$ cat src/hw/rtl/keyframe_position_sampler_defines.svh
// Assertion macros shared by the sampler RTL
`ifndef KEYFRAME_POSITION_SAMPLER_DEFINES_SVH
`define KEYFRAME_POSITION_SAMPLER_DEFINES_SVH

// Clocked check, masked while reset is asserted
`define KPS_ASSERT(lbl, prop, msg) \
    lbl: assert property (@(posedge clk) disable iff (!rst_n) prop) else $error(msg);

// Clocked check that also holds during reset
`define KPS_ASSERT_ALWAYS(lbl, prop, msg) \
    lbl: assert property (@(posedge clk) prop) else $error(msg);

`endif

$ cat src/hw/rtl/kps_pkg.sv
package kps_pkg;

    // Product and quotient width of the shared multiply / divide path
    localparam int PROD_W    = 50;
    localparam int DIV_STEPS = 50;
    localparam int CNT_W     = 6;

    localparam logic [15:0] DEN_8BIT  = 16'd255;
    localparam logic [15:0] DEN_16BIT = 16'd65535;

    // Configuration register indexes
    localparam logic [2:0] REG_NUM_KEYS   = 3'd0;
    localparam logic [2:0] REG_TRACK_MODE = 3'd1;
    localparam logic [2:0] REG_MIN_X      = 3'd2;
    localparam logic [2:0] REG_MIN_Y      = 3'd3;
    localparam logic [2:0] REG_MIN_Z      = 3'd4;
    localparam logic [2:0] REG_RANGE_X    = 3'd5;
    localparam logic [2:0] REG_RANGE_Y    = 3'd6;
    localparam logic [2:0] REG_RANGE_Z    = 3'd7;

    // Command codes
    localparam logic CMD_LOAD   = 1'b0;
    localparam logic CMD_SAMPLE = 1'b1;

    typedef struct packed {
        logic                     start;
        logic signed [PROD_W-1:0] num;
        logic [15:0]              den;
    } div_req_t;

    typedef struct packed {
        logic                     done;
        logic signed [PROD_W-1:0] quot;
    } div_resp_t;

    // Clamp to the signed 32-bit range
    function automatic logic signed [31:0] sat32(input logic signed [PROD_W:0] v);
        logic signed [31:0] r;
        if (v > $signed({{(PROD_W-31){1'b0}}, 32'h7FFF_FFFF}))
            r = 32'sh7FFF_FFFF;
        else if (v < $signed({{(PROD_W-31){1'b1}}, 32'h8000_0000}))
            r = 32'sh8000_0000;
        else
            r = v[31:0];
        return r;
    endfunction

endpackage

$ cat src/hw/rtl/kps_divider.sv
module kps_divider (
    input  logic               clk,
    input  logic               rst_n,
    input  kps_pkg::div_req_t  req,
    output kps_pkg::div_resp_t resp
);

    logic                         busy_reg, busy_next;
    logic                         done_reg, done_next;
    logic                         neg_reg, neg_next;
    logic                         fold_reg, fold_next;
    logic                         wide_reg, wide_next;
    logic [kps_pkg::CNT_W-1:0]    cnt_reg, cnt_next;
    logic [15:0]                  den_reg, den_next;
    logic [15:0]                  rem_reg, rem_next;
    logic [kps_pkg::PROD_W-1:0]   dvd_reg, dvd_next;
    logic [kps_pkg::PROD_W-1:0]   acc_reg, acc_next;
    logic [kps_pkg::PROD_W-1:0]   mag;
    logic [16:0]                  trial;
    logic                         ge;
    logic [kps_pkg::PROD_W-1:0]   fold_hi;
    logic [kps_pkg::PROD_W-1:0]   fold_lo;
    logic [kps_pkg::PROD_W-1:0]   fold_inc;

    // Magnitude plus half the divisor gives round-half-away on the quotient
    assign mag   = (req.num[kps_pkg::PROD_W-1] ? kps_pkg::PROD_W'(-req.num)
                                               : kps_pkg::PROD_W'(req.num))
                   + kps_pkg::PROD_W'(req.den >> 1);
    assign trial = {rem_reg, dvd_reg[kps_pkg::PROD_W-1]};
    assign ge    = trial >= {1'b0, den_reg};

    // Divisor 2^k - 1: split off the high part, add it to the quotient and fold it back
    assign fold_hi  = wide_reg ? (dvd_reg >> 16) : (dvd_reg >> 8);
    assign fold_lo  = wide_reg ? {{(kps_pkg::PROD_W-16){1'b0}}, dvd_reg[15:0]}
                               : {{(kps_pkg::PROD_W-8){1'b0}}, dvd_reg[7:0]};
    assign fold_inc = {{(kps_pkg::PROD_W-1){1'b0}},
                       (fold_lo == {{(kps_pkg::PROD_W-16){1'b0}}, den_reg})};

    // Fold path for 255 and 65535, otherwise one quotient bit per cycle, restoring form
    always_comb
    begin
        busy_next = busy_reg;
        done_next = 1'b0;
        neg_next  = neg_reg;
        fold_next = fold_reg;
        wide_next = wide_reg;
        cnt_next  = cnt_reg;
        den_next  = den_reg;
        rem_next  = rem_reg;
        dvd_next  = dvd_reg;
        acc_next  = acc_reg;
        if (req.start)
        begin
            busy_next = 1'b1;
            neg_next  = req.num[kps_pkg::PROD_W-1];
            fold_next = (req.den == kps_pkg::DEN_8BIT) || (req.den == kps_pkg::DEN_16BIT);
            wide_next = (req.den == kps_pkg::DEN_16BIT);
            cnt_next  = '0;
            den_next  = req.den;
            rem_next  = '0;
            dvd_next  = mag;
            acc_next  = '0;
        end
        else if (busy_reg && fold_reg)
        begin
            if (fold_hi != '0)
            begin
                acc_next = acc_reg + fold_hi;
                dvd_next = fold_hi + fold_lo;
            end
            else
            begin
                dvd_next  = acc_reg + fold_inc;
                busy_next = 1'b0;
                done_next = 1'b1;
            end
        end
        else if (busy_reg)
        begin
            rem_next = ge ? 16'(trial - {1'b0, den_reg}) : trial[15:0];
            dvd_next = {dvd_reg[kps_pkg::PROD_W-2:0], ge};
            cnt_next = cnt_reg + 1'b1;
            if (cnt_reg == kps_pkg::CNT_W'(kps_pkg::DIV_STEPS - 1))
            begin
                busy_next = 1'b0;
                done_next = 1'b1;
            end
        end
    end

    always_ff @(posedge clk or negedge rst_n)
    begin
        if (!rst_n)
        begin
            busy_reg <= 1'b0;
            done_reg <= 1'b0;
            cnt_reg  <= '0;
        end
        else
        begin
            busy_reg <= busy_next;
            done_reg <= done_next;
            cnt_reg  <= cnt_next;
        end
    end

    always_ff @(posedge clk)
    begin
        neg_reg  <= neg_next;
        fold_reg <= fold_next;
        wide_reg <= wide_next;
        den_reg  <= den_next;
        rem_reg  <= rem_next;
        dvd_reg  <= dvd_next;
        acc_reg  <= acc_next;
    end

    assign resp.done = done_reg;
    assign resp.quot = neg_reg ? -$signed(dvd_reg) : $signed(dvd_reg);

endmodule

$ cat config.mk
export PLATFORM = sky130hd
export DESIGN_NAME = kps_divider
export DESIGN_NICKNAME = d
export VERILOG_FILES = /design/src/hw/rtl/keyframe_position_sampler_defines.svh /design/src/hw/rtl/kps_pkg.sv /design/src/hw/rtl/kps_divider.sv
export SDC_FILE = /design/constraint.sdc
export NUM_CORES = 1
export LEC_CHECK = 0
export BUFFER_PORTS_ARGS = -buffer_cell sky130_fd_sc_hd__clkbuf_2
export CAP_MARGIN = 20
export CORE_AREA = 2 2 148 295
export CTS_BUF_LIST = sky130_fd_sc_hd__clkbuf_4 sky130_fd_sc_hd__clkbuf_8
export DETAILED_ROUTE_END_ITERATION = 16
export DIE_AREA = 0 0 150 297
export GPL_ROUTABILITY_DRIVEN = 1
export HOLD_SLACK_MARGIN = 0.02
export PLACE_DENSITY = 0.57
export SYNTH_ARGS = -nofsm -noshare
export SYNTH_HDL_FRONTEND = slang
export SYNTH_SLANG_ARGS = --single-unit
$ cat constraint.sdc
create_clock -name clk -period 4.7 [get_ports clk]
set_input_delay 1.41 -clock clk [delete_from_list [all_inputs] [get_ports clk]]
set_output_delay 1.41 -clock clk [all_outputs]
set_load 0.02 [all_outputs]
== Word level (Yosys, flattened, before mapping) ==
Cells that the tools add are included.

* Register bits after elaboration: 143
* Input bits: 69
* Output and inout port bits: 51

* Add/sub/neg operators: 8
* Order comparisons: 1
* Eq/ne operators: 6
* Mux-type cells: 22
* Bitwise gates (word level): 1
* Reductions and logical operators: 8

{| class="wikitable"
|+ Operators by type and width
! cell !! count
|-
| 2-to-1 mux 50 bit || 6
|-
| negator 50 bit || 2
|-
| adder 50 x 1 -> 50 bit || 1
|-
| adder 50 x 15 -> 50 bit || 1
|-
| adder 50 x 42 -> 50 bit || 1
|-
| nonzero test 50 bit || 1
|-
| adder 42 x 16 -> 43 bit || 1
|-
| 2-to-1 mux 42 bit || 1
|-
| 2-to-1 mux 16 bit || 2
|-
| 2-to-1 mux 6 bit || 3
|-
| >= comparator 17 x 16 -> 1 bit || 1
|-
| == test 16 bit || 1
|-
| == test 16 bit (second input constant) || 1
|-
| == test 16 x 8 -> 1 bit (second input constant) || 1
|-
| subtractor 16 bit || 1
|-
| 2-to-1 mux 1 bit || 10
|-
| adder 6 x 1 -> 6 bit (second input constant) || 1
|-
| == test 6 bit (second input constant) || 1
|-
| AND reduction 2 bit || 3
|-
| inequality test 3 bit (second input constant) || 1
|-
| nonzero test 3 bit || 1
|-
| inequality test 2 bit (second input constant) || 1
|-
| nonzero test 2 bit || 1
|-
| logical AND 1 bit || 1
|-
| other kinds (2) || 2
|}

== Logic depth before layout (Yosys ltp) ==
* Word-level depth: 6
* Depth in mapped cells: 21

== Worst setup path after synthesis ==
Ideal clock, no wire load.

* Kind: input-to-reg
* Start: input port req[65] (netlist bit)
* End: register dvd_reg[40] (netlist bit) (data pin)
* Data arrival time: 5.602 ns
* Data required time: 4.444 ns
* Path slack: -1.158 ns
* Cell stages on the path: 18
* Path buffers: 6
* Path through: clkbuf_1 > clkbuf_1 > clkbuf_1 > clkbuf_1 > clkbuf_1 > nand2_1 > xnor2_1 > ha_1 > nand2_1 > o21ai_0 > a2111oi_0 > nor4b_1 > o21ai_1 > a21oi_1 > clkbuf_1 > nand4_1 > or3_1 > a31o_2

* Longest elaborated chain between the ends: 3

{| class="wikitable"
|+ RTL lines
! element !! line !! text
|-
| from (decl) || kps_divider.sv:4 || <nowiki>input kps_pkg::div_req_t req,</nowiki>
|-
| 2-to-1 mux 50 bit || kps_divider.sv:26 || <nowiki>assign mag = (req.num[kps_pkg::PROD_W-1] ? kps_pkg::PROD_W'(-req.num)</nowiki>
|-
| adder 50 x 15 -> 50 bit || kps_divider.sv:28 || <nowiki>+ kps_pkg::PROD_W'(req.den >> 1);</nowiki>
|-
| 2-to-1 mux 50 bit || kps_divider.sv:52 || <nowiki>if (req.start)</nowiki>
|-
| named net dvd_next (one bit) || kps_divider.sv:16 || <nowiki>logic [kps_pkg::PROD_W-1:0] dvd_reg, dvd_next;</nowiki>
|-
| to (signal assigned) || kps_divider.sv:114 || <nowiki>dvd_reg <= dvd_next;</nowiki>
|-
| to (decl) || kps_divider.sv:16 ||
|}

The timed path passes the listed nets, and every way through them passes these cells.
A chain may end at the register's enable or synchronous reset.

==> results.json <==
{
  "status": "finished with violations",
  "violations": "setup timing",
  "path_cells": "or4_4 -> or3_4 -> nor4_4 -> nand3b_1 -> or4_4 -> or4b_4 -> or3_4 -> o41ai_4 -> xnor2_2 -> clkbuf_8",
  "tritoncts": "yes",
  "worstPathArrival_ps": 4390,
  "insertion_delay_ps": 510,
  "power.ir.vdd_worst_v": 0.0001847,
  "switching_power_w": 0.003029,
  "die_w_um": 150,
  "via_per_inst": 5.982,
  "power.share.sequential_pct": 27.3,
  "post-route-period-util_pct": 123.5,
  "crit_required_ps": 3290,
  "max_cap_violations": 0,
  "p_int_w": 0.003500,
  "fillers": 4326,
  "nNetsFinal": 2638,
  "initial_core_util_pct": 39.63,
  "antenna_violating_nets_post_route": 0,
  "worst_slew_pin_slew_ps": 1289,
  "clk_transition_reported_paths_ps": 100,
  "first_pass_iters": 6,
  "power-per-cell-area_nw_per_um2": 320.3,
  "dp_hpwl_um": 49130,
  "max_slew_margin_pct": 14.06,
  "tritoncts_num_sinks": 143,
  "stdcell_area_sq_um": 20390,
  "chipHeight_um": 297,
  "share_clk_of_total_power_pct": 16.7,
  "coreArea_sq_um": 42310,
  "fmax_mhz": 172.3,
  "vias_in_the_first_global_route": 16790,
  "grt_setup_unrepaired": "true",
  "tritoncts.num_buffers": 17,
  "placed_area_sq_um": 19410,
  "htreeDepth": 4,
  "buffer_ports.inserted": 119,
  "die_area_sq_um": 44550,
  "io_pins": 120,
  "minimum_period_implied_by_the_final_worst_setup_slack_ps": 5803,
  "min-delay-path-class": "reg2reg",
  "finalMaxSlewViolations": 0,
  "grt_total_usage_pct": 27.35,
  "routed-via-count": 18110,
  "postSynthAreaPerCell_sq_um": 7.577,
  "drt_drc_violations_left": 0,
  "global_placement_routability_congestion": 0.9886,
  "setup_viol_count_final": 22,
  "gate_count_post_synth": 2213,
  "clockRootBuffer": "clkbuf_8",
  "endpoint_kind": "primary output",
  "swShare_pct": 46.39,
  "part_of_the_yosys_area_used_for_sequential_elements_pct": 21.43,
  "p_leak_nw": 8.143,
  "pwr-share-comb_pct": 56.0,
  "drive_above_1_share_pct": 21.47,
  "grt_start_max_net_pins": 74,
  "critical_path_peak_fanout": 4,
  "skew_ps": 21.29,
  "final_core_util_pct": 48.19,
  "floorplan.rows": 107,
  "flow.area_growth_from_synthesis_pct": 21.58,
  "drt_iter0_markers": 1429,
  "globalRoute.totalOverflow": 0,
  "cts_max_path_buffers": 2,
  "post-route-worst-setup-slack_ps": -1103,
  "slowest_stage": "or4b_4",
  "synth-warning-count": 0,
  "asyncSetResetFlopFracSynth_pct": 5.594,
  "hold_viol": 0,
  "grt_pass1_wl_um": 95410,
  "avgRoutedWirePerCell_um": 20.79,
  "netlist_area_before_placement_sq_um": 16770,
  "timing.critical_path.from_type": "flip-flop",
  "drt_wl_total_um": 62940,
  "ys.flop_type": "edfxtp_1",
  "syn_nets": 2382,
  "final_cell_mix": "buf_4 (244), nand2_1 (205), a21oi_1 (160), xnor2_1 (149), nor2_1 (148)",
  "netlist-cell-type-count": 83,
  "synth-edff-count": 69,
  "critPathKind": "reg2out",
  "mostFrequentLayoutCell": "buf_4",
  "synth_seq_cells": 143,
  "number_of_antenna_violations_at_the_first_check_in_global_routing": 1,
  "critical-path-max-stage-delay_ps": 560
}
## worst paths after layout
path / slack (ps) / cells past startpoint / to / start
max reg2reg: 410 / 15 / dvd_reg[42] / wide_reg
min: 490 / 2 / acc_reg[0] / acc_reg[0]
min in group asynchronous: 770 / 1 / cnt_reg[1] / rst_n
max in group asynchronous: 3680 / 1 / busy_reg / rst_n
min reg2reg: 490 / 2 / acc_reg[0] / acc_reg[0]
max: -1100 / 10 / resp[47] / dvd_reg[11]
## cell usage after synthesis, drive strengths merged, types with 12 or more instances
master	number	area (sq um)
nand4	53	331.6
a21o	45	337.8
or2	19	118.9
inv	78	292.8
mux2i	20	200.2
edfxtp	69	2072
o22ai	18	112.6
and2	17	106.4
nand3	105	525.5
o211ai	14	105.1
clkbuf	116	436.7
a211oi	35	262.8
nor4	35	264.0
or3	34	217.7
xor2	98	858.3
dfxtp	66	1321
buf	19	88.83
or4	25	195.2
o21ai	150	750.7
a21boi	12	90.09
and4	12	105.1
mux2	30	337.8
a21oi	162	810.8
nand2b	17	106.4
and3	23	143.9
nor3	59	300.3
a31oi	34	212.7
nand2	207	777.0
o41ai	17	167.7
nor2b	25	156.4
nor2	149	559.3
xnor2	158	1384
ha	96	1201
o31ai	41	312.8
nand3b	12	90.09
## layer usage
layer | global-route usage (%) | vias up | wire (um)
li1 | - | 8728 | -
met2 | 47.84 | 668 | 31490
met1 | 32.94 | 8549 | 24790
met4 | 13.03 | 0 | 3342
met5 | 0 | - | 0
met3 | 2.899 | 169 | 3318
## through the flow
| step | total power, W | hold WS, ps | instances | setup WS [ps] | TNS [ps] |
|---|---|---|---|---|---|
| floorplan | 0.004126 | 457.9 | 2213 | -385.6 | -1831 |
| finish | 0.006529 | 493.9 | 3028 | -1103 | -12910 |
| global route | 0.006925 | 520.5 | 3028 | -1212 | -15340 |
| detailed placement | 0.005323 | 483.3 | 2968 | -608.3 | -11100 |
| global placement | 0.005310 | 478.5 | 2968 | -578.8 | -8773 |
| CTS | 0.006463 | 496.4 | 3019 | -1032 | -11630 |
## critical path, delay by kind of cell (launching register included)
kind	cells	cell delay (ps)
and+or+nand+nor	7	2890
DFF	1	400
AOI/OAI and AO/OA	1	270
buffers and inverters	1	170
xor gates and xnor gates	1	160
## layout make-up
| type | count | area, sq um | share of cell area, % |
|---|---|---|---|
| antenna | 1 | 2.502 | 0.01228 |
| clock buffer | 19 | 249.0 | 1.221 |
| clock inverter | 13 | 151.4 | 0.7426 |
| inverter | 80 | 302.8 | 1.485 |
| multi-input combinational | 1855 | 12740 | 62.49 |
| sequential | 143 | 3593 | 17.63 |
| tap | 545 | 681.9 | 3.345 |
| timing repair buffer | 372 | 2665 | 13.07 |
## cells by family after synthesis
logic type | after synthesis | share of synthesized area (%)
adder cells (fa/ha/maj) | 100 | 7.641
multiplexers | 50 | 3.209
AO/OA/AOI/OAI | 636 | 24.47
flip-flops | 143 | 21.43
buffers and inverters | 215 | 4.925
XOR/XNOR | 256 | 13.37
AND/OR/NAND/NOR | 813 | 24.95
## power by group through the flow
stage,combinational (W),sequential (W),clock [W]
after floorplan,0.00242,0.00170,0
after global placement,0.00352,0.00179,0
after detailed placement,0.00353,0.00179,0
after CTS,0.00357,0.00177,0.00112
after global routing,0.00396,0.00181,0.00115
final,0.00366,0.00178,0.00109
## timing repair
action,CTS,global route
hold buffers,0,0
buffers inserted,19,8
gates cloned,0,0
resized for setup,30,59
pin swaps,7,13
setup endpoints to repair,19,32
(Power assumes the default switching activity.)
